==> src/rtl/pfne_pkg.sv <==
// ----------------------------------------------------------------------------
// pfne_pkg
// Shared types and constants of the polynomial normal-equation accumulator.
// ----------------------------------------------------------------------------
`default_nettype none

package pfne_pkg;

    // Step counter covers power index 0..2*MAX_DEGREE for degrees up to six.
    localparam int K_W        = 4;
    // Row and column indexes of an emitted entry.
    localparam int IDX_W      = 3;
    localparam int DEGREE_W   = 3;
    localparam int RIDGE_W    = 31;
    localparam int CFG_IDX_W  = 1;
    localparam int CFG_DATA_W = 31;

    localparam logic [CFG_IDX_W-1:0] REG_DEGREE = 1'b0;
    localparam logic [CFG_IDX_W-1:0] REG_RIDGE  = 1'b1;

    typedef enum logic [3:0] {
        ST_IDLE  = 4'b0001,
        ST_POW   = 4'b0010,
        ST_CROSS = 4'b0100,
        ST_EMIT  = 4'b1000
    } state_t;

    typedef struct packed {
        logic             load;        // transaction accepted this cycle
        logic             pow_acc;     // add current power to power sum k
        logic             cross_acc;   // add y*x^k to cross sum k
        logic             mul_to_prod; // multiplier forms y*x^k
        logic             mul_to_pow;  // multiplier forms the next power
        logic             emit;        // one output entry this cycle
        logic [K_W-1:0]   k;
        logic             kind;
        logic [IDX_W-1:0] row;
        logic [IDX_W-1:0] col;
        logic             last_entry;
        logic             clear;
    } seq_ctl_t;

endpackage

`default_nettype wire

==> src/rtl/pfne_mul.sv <==
// ----------------------------------------------------------------------------
// pfne_mul
// Shared signed multiplier with round-half-up to the sample fraction width.
// ----------------------------------------------------------------------------
`default_nettype none

module pfne_mul #(
    parameter int W = 17,
    parameter int F = 15
) (
    input  wire logic signed [W-1:0] a,
    input  wire logic signed [W-1:0] b,
    output logic signed [W-1:0]      rounded
);

    localparam int PW = 2 * W;
    localparam logic signed [PW-1:0] HALF = {{(PW-F){1'b0}}, 1'b1, {(F-1){1'b0}}};

    logic signed [PW-1:0] prod;
    logic signed [PW-1:0] biased;
    logic signed [PW-1:0] shifted;

    assign prod    = a * b;
    assign biased  = prod + HALF;
    assign shifted = biased >>> F;
    // Magnitudes never exceed 1.0, so the low W bits hold the whole value.
    assign rounded = shifted[W-1:0];

endmodule

`default_nettype wire

==> src/rtl/pfne_sat_add.sv <==
// ----------------------------------------------------------------------------
// pfne_sat_add
// Shared adder that clamps its sum to the signed accumulator range.
// ----------------------------------------------------------------------------
`default_nettype none

module pfne_sat_add #(
    parameter int ACC_W = 40,
    parameter int B_W   = 40
) (
    input  wire logic signed [ACC_W-1:0] a,
    input  wire logic signed [B_W-1:0]   b,
    output logic signed [ACC_W-1:0]      sum
);

    localparam int ADD_W = B_W + 1;
    localparam logic signed [ADD_W-1:0] SAT_MAX =
        {{(ADD_W-ACC_W+1){1'b0}}, {(ACC_W-1){1'b1}}};
    localparam logic signed [ADD_W-1:0] SAT_MIN = ~SAT_MAX;

    logic signed [ADD_W-1:0] a_ext;
    logic signed [ADD_W-1:0] b_ext;
    logic signed [ADD_W-1:0] wide;

    assign a_ext = {{(ADD_W-ACC_W){a[ACC_W-1]}}, a};
    assign b_ext = {b[B_W-1], b};
    assign wide  = a_ext + b_ext;

    always_comb
    begin
        if (wide > SAT_MAX)
        begin
            sum = SAT_MAX[ACC_W-1:0];
        end
        else if (wide < SAT_MIN)
        begin
            sum = SAT_MIN[ACC_W-1:0];
        end
        else
        begin
            sum = wide[ACC_W-1:0];
        end
    end

endmodule

`default_nettype wire

==> src/rtl/pfne_ctrl.sv <==
// ----------------------------------------------------------------------------
// pfne_ctrl
// Sequencer that steps the shared units through accumulation and output.
// ----------------------------------------------------------------------------
`default_nettype none

module pfne_ctrl
    import pfne_pkg::*;
#(
    parameter int MAX_DEGREE = 4
) (
    input  wire logic             clk,
    input  wire logic             rst_n,
    input  wire logic             start,
    input  wire logic             last_sample,
    input  wire logic [IDX_W-1:0] m,
    output logic                  busy,
    output seq_ctl_t              ctl
);

    localparam logic [K_W-1:0] K_CROSS_MAX = K_W'(MAX_DEGREE);
    localparam logic [K_W-1:0] K_LAST      = K_W'(2 * MAX_DEGREE);

    state_t           state_reg, state_next;
    logic [K_W-1:0]   k_reg, k_next;
    logic [IDX_W-1:0] row_reg, row_next;
    logic [IDX_W-1:0] col_reg, col_next;
    logic             kind_reg, kind_next;
    logic             last_reg, last_next;

    logic in_pow, in_cross, in_emit, has_cross, final_entry;

    assign in_pow      = (state_reg == ST_POW);
    assign in_cross    = (state_reg == ST_CROSS);
    assign in_emit     = (state_reg == ST_EMIT);
    assign has_cross   = (k_reg <= K_CROSS_MAX);
    assign final_entry = in_emit && kind_reg && (row_reg == m);

    assign busy = (state_reg != ST_IDLE);

    always_comb
    begin
        ctl.load        = start && (state_reg == ST_IDLE);
        ctl.pow_acc     = in_pow;
        ctl.cross_acc   = in_cross;
        ctl.mul_to_prod = in_pow && has_cross;
        ctl.mul_to_pow  = (in_pow && !has_cross) || in_cross;
        ctl.emit        = in_emit;
        ctl.k           = k_reg;
        ctl.kind        = kind_reg;
        ctl.row         = row_reg;
        ctl.col         = col_reg;
        ctl.last_entry  = final_entry;
        ctl.clear       = final_entry;
    end

    always_comb
    begin
        state_next = state_reg;
        k_next     = k_reg;
        row_next   = row_reg;
        col_next   = col_reg;
        kind_next  = kind_reg;
        last_next  = last_reg;
        case (state_reg)
            ST_IDLE:
            begin
                if (start)
                begin
                    k_next     = '0;
                    last_next  = last_sample;
                    state_next = ST_POW;
                end
            end
            ST_POW:
            begin
                if (has_cross)
                begin
                    state_next = ST_CROSS;
                end
                else if (k_reg == K_LAST)
                begin
                    row_next   = '0;
                    col_next   = '0;
                    kind_next  = 1'b0;
                    state_next = last_reg ? ST_EMIT : ST_IDLE;
                end
                else
                begin
                    k_next = k_reg + 1'b1;
                end
            end
            ST_CROSS:
            begin
                k_next     = k_reg + 1'b1;
                state_next = ST_POW;
            end
            ST_EMIT:
            begin
                if (!kind_reg)
                begin
                    if (col_reg == m)
                    begin
                        col_next = '0;
                        if (row_reg == m)
                        begin
                            row_next  = '0;
                            kind_next = 1'b1;
                        end
                        else
                        begin
                            row_next = row_reg + 1'b1;
                        end
                    end
                    else
                    begin
                        col_next = col_reg + 1'b1;
                    end
                end
                else if (row_reg == m)
                begin
                    state_next = ST_IDLE;
                end
                else
                begin
                    row_next = row_reg + 1'b1;
                end
            end
            default:
            begin
                state_next = ST_IDLE;
            end
        endcase
    end

    always_ff @(posedge clk or negedge rst_n)
    begin
        if (!rst_n)
        begin
            state_reg <= ST_IDLE;
            k_reg     <= '0;
            row_reg   <= '0;
            col_reg   <= '0;
            kind_reg  <= 1'b0;
            last_reg  <= 1'b0;
        end
        else
        begin
            state_reg <= state_next;
            k_reg     <= k_next;
            row_reg   <= row_next;
            col_reg   <= col_next;
            kind_reg  <= kind_next;
            last_reg  <= last_next;
        end
    end

endmodule

`default_nettype wire

==> src/rtl/poly_fit_normal_equation_accumulator.sv <==
// ----------------------------------------------------------------------------
// poly_fit_normal_equation_accumulator
// Accumulates power sums and cross sums of (x,y) samples for a least-squares
// polynomial fit and emits the normal equations on the last sample.
// ----------------------------------------------------------------------------
// Usage: a sample transaction is taken at a clock edge with start high and
// busy low. One rounding multiplier and one saturating adder, shared under a
// small sequencer, do all the work: every power of x is added in ST_POW,
// and the first MAX_DEGREE+1 powers also pass through ST_CROSS for the y*x^k
// term; busy stays high from an accept until those steps are done, and a new
// sample is taken only after busy has gone low again.
// On a sample flagged last, (m+1)^2 matrix entries in row-major order and
// then m+1 vector entries follow, one per cycle, each shown for a single
// cycle with result_valid high; each is formed in ST_EMIT, then registered
// for output, and busy stays high until the final entry has been formed.
// last_result marks the final entry, after which all sums are zero again.
// The receiver cannot stall this stream.
// Configuration writes (cfg_we, cfg_index, cfg_wdata) take effect at once and
// belong in idle periods. Reset clears all sums, sets degree to 1 and ridge
// to 0; there is no clearing pass after reset.
// ----------------------------------------------------------------------------
`default_nettype none

module poly_fit_normal_equation_accumulator
    import pfne_pkg::*;
#(
    parameter int MAX_DEGREE   = 4,
    parameter int SAMPLE_WIDTH = 16,
    parameter int ACC_WIDTH    = 40
) (
    input  wire logic                           clk,
    input  wire logic                           rst_n,
    input  wire logic                           start,
    output logic                                busy,
    input  wire logic signed [SAMPLE_WIDTH-1:0] sample_x,
    input  wire logic signed [SAMPLE_WIDTH-1:0] sample_y,
    input  wire logic                           last_sample,
    input  wire logic                           cfg_we,
    input  wire logic [CFG_IDX_W-1:0]           cfg_index,
    input  wire logic [CFG_DATA_W-1:0]          cfg_wdata,
    output logic                                result_valid,
    output logic                                entry_kind,
    output logic [IDX_W-1:0]                    row_index,
    output logic [IDX_W-1:0]                    col_index,
    output logic signed [ACC_WIDTH-1:0]         entry_value,
    output logic                                last_result
);

    localparam int F       = SAMPLE_WIDTH - 1;
    localparam int PWR_W   = SAMPLE_WIDTH + 1;
    localparam int NPOW    = 2 * MAX_DEGREE + 1;
    localparam int NCROSS  = MAX_DEGREE + 1;
    localparam int PIDX_W  = $clog2(NPOW);
    localparam int CIDX_W  = $clog2(NCROSS);
    localparam int B_W     = (ACC_WIDTH > 33) ? ACC_WIDTH : 33;
    localparam logic signed [PWR_W-1:0] ONE = {2'b01, {F{1'b0}}};
    localparam logic [IDX_W-1:0] M_MAX = IDX_W'(MAX_DEGREE);

    seq_ctl_t ctl;

    logic [DEGREE_W-1:0] degree_reg;
    logic [RIDGE_W-1:0]  ridge_reg;
    logic [IDX_W-1:0]    m;

    logic signed [SAMPLE_WIDTH-1:0] x_reg;
    logic signed [SAMPLE_WIDTH-1:0] y_reg;
    logic signed [PWR_W-1:0]        p_reg;
    logic signed [PWR_W-1:0]        prod_reg;
    logic signed [ACC_WIDTH-1:0]    power_sums_reg [NPOW];
    logic signed [ACC_WIDTH-1:0]    cross_sums_reg [NCROSS];

    logic signed [PWR_W-1:0]     mul_b;
    logic signed [PWR_W-1:0]     mul_out;
    logic signed [ACC_WIDTH-1:0] add_a;
    logic signed [B_W-1:0]       add_b;
    logic signed [ACC_WIDTH-1:0] add_sum;
    logic [K_W-1:0]              rc_sum;
    logic [PIDX_W-1:0]           k_pow;
    logic [CIDX_W-1:0]           k_cross;

    logic                        result_valid_reg;
    logic                        entry_kind_reg;
    logic [IDX_W-1:0]            row_index_reg;
    logic [IDX_W-1:0]            col_index_reg;
    logic signed [ACC_WIDTH-1:0] entry_value_reg;
    logic                        last_result_reg;

    // A degree above the built maximum is treated as the maximum.
    assign m = (degree_reg > M_MAX) ? M_MAX : degree_reg;

    always_ff @(posedge clk or negedge rst_n)
    begin
        if (!rst_n)
        begin
            degree_reg <= DEGREE_W'(1);
            ridge_reg  <= '0;
        end
        else if (cfg_we)
        begin
            case (cfg_index)
                REG_DEGREE: degree_reg <= cfg_wdata[DEGREE_W-1:0];
                REG_RIDGE:  ridge_reg  <= cfg_wdata[RIDGE_W-1:0];
                default:    ;
            endcase
        end
    end

    pfne_ctrl #(
        .MAX_DEGREE(MAX_DEGREE)
    ) u_ctrl (
        .clk        (clk),
        .rst_n      (rst_n),
        .start      (start),
        .last_sample(last_sample),
        .m          (m),
        .busy       (busy),
        .ctl        (ctl)
    );

    assign mul_b = ctl.mul_to_prod ? {y_reg[SAMPLE_WIDTH-1], y_reg}
                                   : {x_reg[SAMPLE_WIDTH-1], x_reg};

    pfne_mul #(
        .W(PWR_W),
        .F(F)
    ) u_mul (
        .a      (p_reg),
        .b      (mul_b),
        .rounded(mul_out)
    );

    assign k_pow   = ctl.k[PIDX_W-1:0];
    assign k_cross = ctl.k[CIDX_W-1:0];
    assign rc_sum  = K_W'(ctl.row) + K_W'(ctl.col);

    always_comb
    begin
        add_a = '0;
        add_b = '0;
        if (ctl.pow_acc)
        begin
            add_a = power_sums_reg[k_pow];
            add_b = B_W'(p_reg);
        end
        else if (ctl.cross_acc)
        begin
            add_a = cross_sums_reg[k_cross];
            add_b = B_W'(prod_reg);
        end
        else if (ctl.emit && !ctl.kind)
        begin
            add_a = power_sums_reg[rc_sum[PIDX_W-1:0]];
            if (ctl.row == ctl.col)
            begin
                add_b = {{(B_W-RIDGE_W){1'b0}}, ridge_reg};
            end
        end
        else if (ctl.emit)
        begin
            add_a = cross_sums_reg[ctl.row[CIDX_W-1:0]];
        end
    end

    pfne_sat_add #(
        .ACC_W(ACC_WIDTH),
        .B_W  (B_W)
    ) u_add (
        .a  (add_a),
        .b  (add_b),
        .sum(add_sum)
    );

    always_ff @(posedge clk)
    begin
        if (ctl.load)
        begin
            x_reg <= sample_x;
            y_reg <= sample_y;
            p_reg <= ONE;
        end
        else if (ctl.mul_to_pow)
        begin
            p_reg <= mul_out;
        end
        if (ctl.mul_to_prod)
        begin
            prod_reg <= mul_out;
        end
    end

    // The final entry reads its sum combinationally before the clear lands.
    always_ff @(posedge clk or negedge rst_n)
    begin
        if (!rst_n)
        begin
            for (int i = 0; i < NPOW; i++)
            begin
                power_sums_reg[i] <= '0;
            end
            for (int i = 0; i < NCROSS; i++)
            begin
                cross_sums_reg[i] <= '0;
            end
        end
        else if (ctl.clear)
        begin
            for (int i = 0; i < NPOW; i++)
            begin
                power_sums_reg[i] <= '0;
            end
            for (int i = 0; i < NCROSS; i++)
            begin
                cross_sums_reg[i] <= '0;
            end
        end
        else if (ctl.pow_acc)
        begin
            power_sums_reg[k_pow] <= add_sum;
        end
        else if (ctl.cross_acc)
        begin
            cross_sums_reg[k_cross] <= add_sum;
        end
    end

    always_ff @(posedge clk or negedge rst_n)
    begin
        if (!rst_n)
        begin
            result_valid_reg <= 1'b0;
        end
        else
        begin
            result_valid_reg <= ctl.emit;
        end
    end

    always_ff @(posedge clk)
    begin
        if (ctl.emit)
        begin
            entry_kind_reg  <= ctl.kind;
            row_index_reg   <= ctl.row;
            col_index_reg   <= ctl.kind ? '0 : ctl.col;
            entry_value_reg <= add_sum;
            last_result_reg <= ctl.last_entry;
        end
    end

    assign result_valid = result_valid_reg;
    assign entry_kind   = entry_kind_reg;
    assign row_index    = row_index_reg;
    assign col_index    = col_index_reg;
    assign entry_value  = entry_value_reg;
    assign last_result  = last_result_reg;

    a_emit_strobe: assert property (@(posedge clk) disable iff (!rst_n)
        ctl.emit |=> result_valid_reg)
        else $error("output entry computed but no strobe followed");

    a_last_ends_run: assert property (@(posedge clk) disable iff (!rst_n)
        (result_valid_reg && last_result_reg) |=> !result_valid_reg)
        else $error("entries continued after the final entry");

    a_clear_idle: assert property (@(posedge clk) disable iff (!rst_n)
        ctl.clear |=> !busy)
        else $error("block still busy after the sums were cleared");

    a_load_first_step: assert property (@(posedge clk) disable iff (!rst_n)
        ctl.load |=> (ctl.pow_acc && (ctl.k == '0)))
        else $error("accepted sample did not start at power zero");

    a_one_unit_user: assert property (@(posedge clk) disable iff (!rst_n)
        $onehot0({ctl.pow_acc, ctl.cross_acc, ctl.emit}))
        else $error("shared adder claimed by two steps at once");

endmodule

`default_nettype wire
==> config.mk <==
export PLATFORM = sky130hd
export DESIGN_NAME = poly_fit_normal_equation_accumulator
export DESIGN_NICKNAME = d
export VERILOG_FILES = /design/src/rtl/pfne_pkg.sv /design/src/rtl/pfne_mul.sv /design/src/rtl/pfne_sat_add.sv /design/src/rtl/pfne_ctrl.sv /design/src/rtl/poly_fit_normal_equation_accumulator.sv
export SDC_FILE = /design/constraint.sdc
export NUM_CORES = 2
export LEC_CHECK = 0
export BUFFER_PORTS_ARGS = -buffer_cell sky130_fd_sc_hd__buf_2
export CAP_MARGIN = 0
export CORE_UTILIZATION = 55
export DETAILED_ROUTE_END_ITERATION = 8
export GPL_TIMING_DRIVEN = 1
export HOLD_SLACK_MARGIN = 0.03
export PLACE_DENSITY = 0.74
export SYNTH_ARGS = -nofsm -noshare
export SYNTH_HDL_FRONTEND = slang
export SYNTH_SLANG_ARGS = --single-unit
==> constraint.sdc <==
create_clock -name clk -period 8.2 [get_ports clk]
set_input_delay 1.64 -clock clk [delete_from_list [all_inputs] [get_ports clk]]
set_output_delay 1.64 -clock clk [all_outputs]
set_load 0.01 [all_outputs]
== Word level (Yosys, flattened, before mapping) ==
Cells that the tools add are included.

* $add $sub $neg: 6
* Multiply operators: 1
* Magnitude comparators: 10
* Equal/unequal tests: 20
* Muxes and demuxes: 62
* Bitwise logic cells: 5
* Reduce and logical (&&, ||, !) cells: 24

{| class="wikitable"
|+ Operators with widths
! kind !! number
|-
| 360-bit 2-to-1 mux || 2
|-
| 40-bit 2-to-1 mux || 18
|-
| 200-bit 2-to-1 mux || 3
|-
| 360-bit bitwise mux || 1
|-
| 40-bit binary-select mux with 4-bit select || 2
|-
| 40-bit binary-select mux with 3-bit select || 2
|-
| 200-bit bitwise mux || 1
|-
| 40-bit demux with 4-bit select || 1
|-
| 40-bit demux with 3-bit select || 1
|-
| 31-bit 2-to-1 mux || 2
|-
| 40-bit by 40-bit adder with 41-bit output || 1
|-
| 41-bit by 40-bit greater-than comparator with 1-bit output (second input constant) || 1
|-
| 41-bit by 40-bit less-than comparator with 1-bit output (second input constant) || 1
|-
| 4-bit 2-to-1 mux || 9
|-
| 32-bit by 16-bit adder with 32-bit output (second input constant) || 1
|-
| 17-bit by 17-bit multiplier with 32-bit output || 1
|-
| 3-bit 2-to-1 mux || 9
|-
| 17-bit 2-to-1 mux || 1
|-
| 4-bit one-hot mux with 4 select lines || 1
|-
| 2-bit != test (second input constant) || 7
|-
| 3-bit one-hot mux with 2 select lines || 2
|-
| 4-bit one-hot mux with 3 select lines || 1
|-
| 4-bit AND reduction || 3
|-
| 5-bit greater-or-equal comparator (second input constant) || 2
|-
| 30 further kinds || 55
|}

* Flip-flop bits (word level): 725
* Input bits: 69
* Logic and storage cells: 160

== Longest topological paths before layout ==
* Depth after elaboration: 16
* Gate-level depth with buffers: 36

== Modules after synthesis ==
From an unflattened synthesis, not the netlist that was laid out.

* Cells, all modules: 5577
* Area total of the unflattened synthesis: 50778.7 um^2

{| class="wikitable"
|+ By module, submodules not included
! module !! times used !! cells each !! area an instance (um^2) !! seq. area each (um^2)
|-
| poly_fit_normal_equation_accumulator || 1 || 3980 || 36936.7 || 18143.7
|-
| pfne_mul || 1 || 1115 || 10164.7 || 0.0
|-
| pfne_sat_add || 1 || 363 || 2570.0 || 0.0
|-
| pfne_ctrl || 1 || 119 || 1107.3 || 401.6
|}

== Worst setup path after synthesis ==
Ideal clock, no wire load.

* Kind: flip-flop to flip-flop
* From: register u_ctrl.k_reg[0]
* To: register prod_reg[16], data pin
* Arrival: 8307 ps
* Required time: 7934 ps
* Setup slack: -373 ps
* Stages on the path, launching flop included: 36
* Period minus slack after synthesis: 8573 ps
* Path through: dfrtp_1 -> clkbuf_1 -> inv_1 -> clkbuf_1 -> buf_1 -> clkbuf_1 -> ha_1 -> nor2b_1 -> nor3_2 -> buf_4 -> buf_2 -> mux2_2 -> clkbuf_1 -> nand2_1 -> fa_1 -> inv_1 -> fa_1 -> inv_1 -> fa_1 -> inv_1 -> fa_1 -> fa_1 -> inv_1 -> fa_1 -> inv_1 -> ha_1 -> clkbuf_1 -> nand4_1 -> a21oi_1 -> o21ai_0 -> a221oi_1 -> nor2_2 -> o31ai_2 -> a41oi_1 -> nand2b_1 -> xnor2_1

* Word-level cells in the longest chain between the ends: 5

{| class="wikitable"
|+ RTL lines
! item !! line !! source
|-
| start, declared || pfne_ctrl.sv:25 || <nowiki>logic [K_W-1:0] k_reg, k_next;</nowiki>
|-
| start signal, assigned || pfne_ctrl.sv:150 || <nowiki>k_reg <= k_next;</nowiki>
|-
| 4-bit by 3-bit less-or-equal comparator with 1-bit output || pfne_ctrl.sv:36 || <nowiki>assign has_cross = (k_reg <= K_CROSS_MAX);</nowiki>
|-
| 1-bit logical AND || pfne_ctrl.sv:46 || <nowiki>ctl.mul_to_prod = in_pow && has_cross;</nowiki>
|-
| 17-bit 2-to-1 mux || poly_fit_normal_equation_accumulator.sv:120 || <nowiki>assign mul_b = ctl.mul_to_prod ? {y_reg[SAMPLE_WIDTH-1], y_reg}</nowiki>
|-
| 17-bit by 17-bit multiplier with 32-bit output || pfne_mul.sv:23 || <nowiki>assign prod = a * b;</nowiki>
|-
| 32-bit by 16-bit adder with 32-bit output || pfne_mul.sv:24 || <nowiki>assign biased = prod + HALF;</nowiki>
|-
| net mul_out[16] || poly_fit_normal_equation_accumulator.sv:73 || <nowiki>logic signed [PWR_W-1:0] mul_out;</nowiki>
|-
| end signal, assigned || poly_fit_normal_equation_accumulator.sv:187 || <nowiki>prod_reg <= mul_out;</nowiki>
|-
| end, declared || poly_fit_normal_equation_accumulator.sv:68 || <nowiki>logic signed [PWR_W-1:0] prod_reg;</nowiki>
|}

The timed path passes the listed nets, and every way through them passes these cells.
A chain may end at the register's enable or synchronous reset.

== Worst setup path after layout ==
* From: register u_ctrl.state_reg[2]
* To: register prod_reg[16], data pin

* Word-level cells in the longest chain between the ends: 5

{| class="wikitable"
|+ RTL lines
! item !! line !! source
|-
| start, declared || pfne_ctrl.sv:24 || <nowiki>state_t state_reg, state_next;</nowiki>
|-
| start signal, assigned || pfne_ctrl.sv:149 || <nowiki>state_reg <= state_next;</nowiki>
|-
| 4-bit by 2-bit == test with 1-bit output || pfne_ctrl.sv:33 || <nowiki>assign in_pow = (state_reg == ST_POW);</nowiki>
|-
| 1-bit logical AND || pfne_ctrl.sv:46 ||
|-
| 17-bit 2-to-1 mux || poly_fit_normal_equation_accumulator.sv:120 ||
|-
| 17-bit by 17-bit multiplier with 32-bit output || pfne_mul.sv:23 ||
|-
| 32-bit by 16-bit adder with 32-bit output || pfne_mul.sv:24 ||
|-
| net mul_out[16] || poly_fit_normal_equation_accumulator.sv:73 ||
|}

The timed path passes the listed nets, and every way through them passes these cells.

==> results.md <==
- Result of the run: completed
- Total Neg Setup Slack: 0 ns
- Starting Density: 0.555
- Mapped Cells: 5031
- Total CTS buffers: 81
- Worst slew pin tran: 1.14 ns
- CTS tree: built
- Fillers: 7188
- Critical Path RT: 8.59 ns
- Final Hold Fails: 0
- Fin. max-slew vios: 0
- Net count, final: 5556
- Reg clk slew, reported paths: 0.06 ns
- Core area: 0.0884 mm2
- Top cell type by total area after synthesis: dfrtp_1
- Lkg Pwr: 24.7 nW
- Syn_nets: 5509
- Antenna violations before repair: 7
- Clk_skew: 0.0493 ns
- Register Area: 0.0186 mm2
- Post-Syn Area: 0.0490 mm2
- Largest cells by area after synthesis: dfrtp_1 (31%), fa_1 (12%), mux4_2 (6.8%), nand2_1 (6.1%), edfxtp_1 (5.9%)
- Max Root-Sink Buffers: 3
- Area share of the largest cell type after synthesis: 0.311
- Post-DP HPWL: 111000 um
- Synthesis Warnings: 0
- Post-DR vias/cell: 6.66
- Finished Cell Area: 0.0552 mm2
- H-tree level count: 3
- Site Rows: 109
- Later-pin clock latency in the skew report: 0.69 ns
- DRC viols: 0
- Worst Hold Class: flip-flop to flip-flop
- Post-synthesis async set-or-reset flop share: 0.843
- Antenna Nets Post-Route: 0
- Die area: 0.0904 mm2
- I/O Buffers: 118
- DIE HEIGHT: 301 um
- Slew margin rel.: 0.234
- Crit path max fanout: 11
- Critical path type: flip-flop to flip-flop
- Final WL: 169000 um
- Synth-to-Final Area Change: 12.6%
- Pre-Repair DR Iteration Count: 8
- Wire per inst: 26.8 um
- Post-synthesis sequential area ratio: 0.378
- Peak VDD IR: 865 uV
- CP Capture Type: flip-flop
- Vias in the first global route: 42.3k
- Power Density: 480 mW/mm2
- First-pass GRT wire length: 258000 um
- Share of layout cells above drive strength 1: 0.164
- Multi-input gate area: 0.0278 mm2
- Final min period: 7.92 ns
- Largest net degree at the start of global routing: 140
- RePlAce Congestion: 0.954
- Vias post-DR: 42.1k
- Final period util: 0.966
- Crit path DAT: 8.31 ns
- Total Routing Usage GR: 0.379
- Startpoint types: flip-flop
- Grt total ovfl: 0
- Post-synth EDFFs: 97
- Ys flop type: dfrtp_1
- Final setup vio count: 0
- Fmax: 126 MHz
- Post-CTS Hold Fix Bufs: 0
- Max_cap viols: 0
- Initial DRC count: 5142
- Clock sinks: 725
- Largest register FFs: 360
- #FFs+latches synth: 725
- I/O Pins: 119
- Root Driver: clkbuf_16
- Synth Area per Inst: 9.75 um2
- Yosys cell types: 85
- Die width: 301 um
- DP Area: 0.0523 mm2
stage by stage:
step                      worst slack, ns  utilization  total power [mW]  hold slack (ns)  cells
after floorplan                    0.0130            -              16.7            0.423   5031
after global placement              0.133        0.592              21.5            0.475   6158
after CTS                          0.0653        0.624              26.0            0.501   6308
after detailed placement          -0.0726        0.592              22.0            0.488   6158
after global routing             -0.00606        0.625              28.3            0.513   6310
final                               0.282        0.625              26.5            0.502   6313
where the power goes:
group          internal [mW]  total (mW)  switching, mW
clock                   2.25        3.89           1.64
combinational           6.82        17.1           10.3
sequential              4.90        5.56          0.663
total                   14.0        26.5           12.6
routing by layer:
| metal | up-vias | track usage | part of all wire |
|---|---|---|---|
| met5 | - | 0.0116 | 0.0013 |
| met4 | 12 | 0.212 | 0.068 |
| met2 | 2993 | 0.569 | 0.43 |
| li1 | 17600 | - | - |
| met1 | 20653 | 0.474 | 0.36 |
| met3 | 798 | 0.137 | 0.14 |
cell usage in the layout, fill, tap and decap left out, types with 98 or more instances in the layout:
master,count
buf_4,188
inv_1,363
ha_1,123
buf_2,117
dfrtp_1,602
nand2_1,799
a21oi_1,216
mux2i_1,98
o21ai_1,141
o21ai_0,536
nor2_1,195
mux4_2,147
fa_1,282
cell type report:
cell class / instances / area share
multi-input combinational: 3537 / 0.503
sequential: 725 / 0.336
timing repair buffer: 365 / 0.0578
clock buffer: 109 / 0.0416
tap: 1165 / 0.0264
inverter: 368 / 0.0251
clock inverter: 41 / 0.00983
antenna: 3 / 0.000136
final timing paths:
check	from	to	slack [ns]	depth (start not counted)
setup / recovery	u_ctrl.state_reg[2]	prod_reg[16]	0.28	26
hold / removal	power_sums_reg[129]	power_sums_reg[129]	0.50	2
setup reg to reg	u_ctrl.state_reg[2]	prod_reg[16]	0.28	26
hold reg to reg	power_sums_reg[129]	power_sums_reg[129]	0.50	2
max in group asynchronous	rst_n	power_sums_reg[256]	5.66	2
min in group asynchronous	rst_n	power_sums_reg[205]	1.00	1
cells by family (layout without fill, tap and decap cells):
kind of cell             count (synthesis)  in the layout  share of synthesized area
adder cells (fa/ha/maj)                409            409                      0.148
XOR/XNOR                                67             67                     0.0120
multiplexers                           350            350                      0.112
AO/OA/AOI/OAI                         1343           1343                      0.166
AND/OR/NAND/NOR                       1368           1368                      0.122
other                                    0              3                          0
flip-flops                             725            725                      0.378
buffers and inverters                  769            883                     0.0623
Yosys cell counts (all sizes together), types with 104 or more instances:
cell type	instances
nand2	799
o21ai	688
dfrtp	609
inv	366
clkbuf	297
fa	284
nor2	229
a21oi	223
mux4	147
ha	125
mux2	105
buf	104
worst max-delay path, stage by stage, from the launching register on:
cell      delay [ns]
dfrtp_1         0.43
or4b_2          0.74
nor3_4          0.23
buf_4           0.13
buf_4           0.22
mux2_2          0.29
buf_4           0.22
nand2_1         0.10
fa_1            0.57
inv_1           0.06
fa_1            0.56
fa_1            0.44
fa_1            0.47
fa_1            0.49
inv_1           0.05
fa_1            0.48
inv_1           0.04
ha_2            0.39
nand4_1         0.11
a21oi_1         0.24
o21ai_0         0.18
a221oi_2        0.35
nor2_2          0.12
o31ai_4         0.33
a41oi_1         0.20
nand2b_1        0.13
xnor2_1         0.06
timing repair:
| action | 4_1_cts | 5_1_grt |
|---|---|---|
| cloned | 0 | 0 |
| gates resized for setup | 1 | 14 |
| setup buffers | 0 | 2 |
| setup endpoints to repair | 6 | 19 |
| pin swaps | 0 | 1 |
No activity file was read; power rests on OpenSTA's default activity.
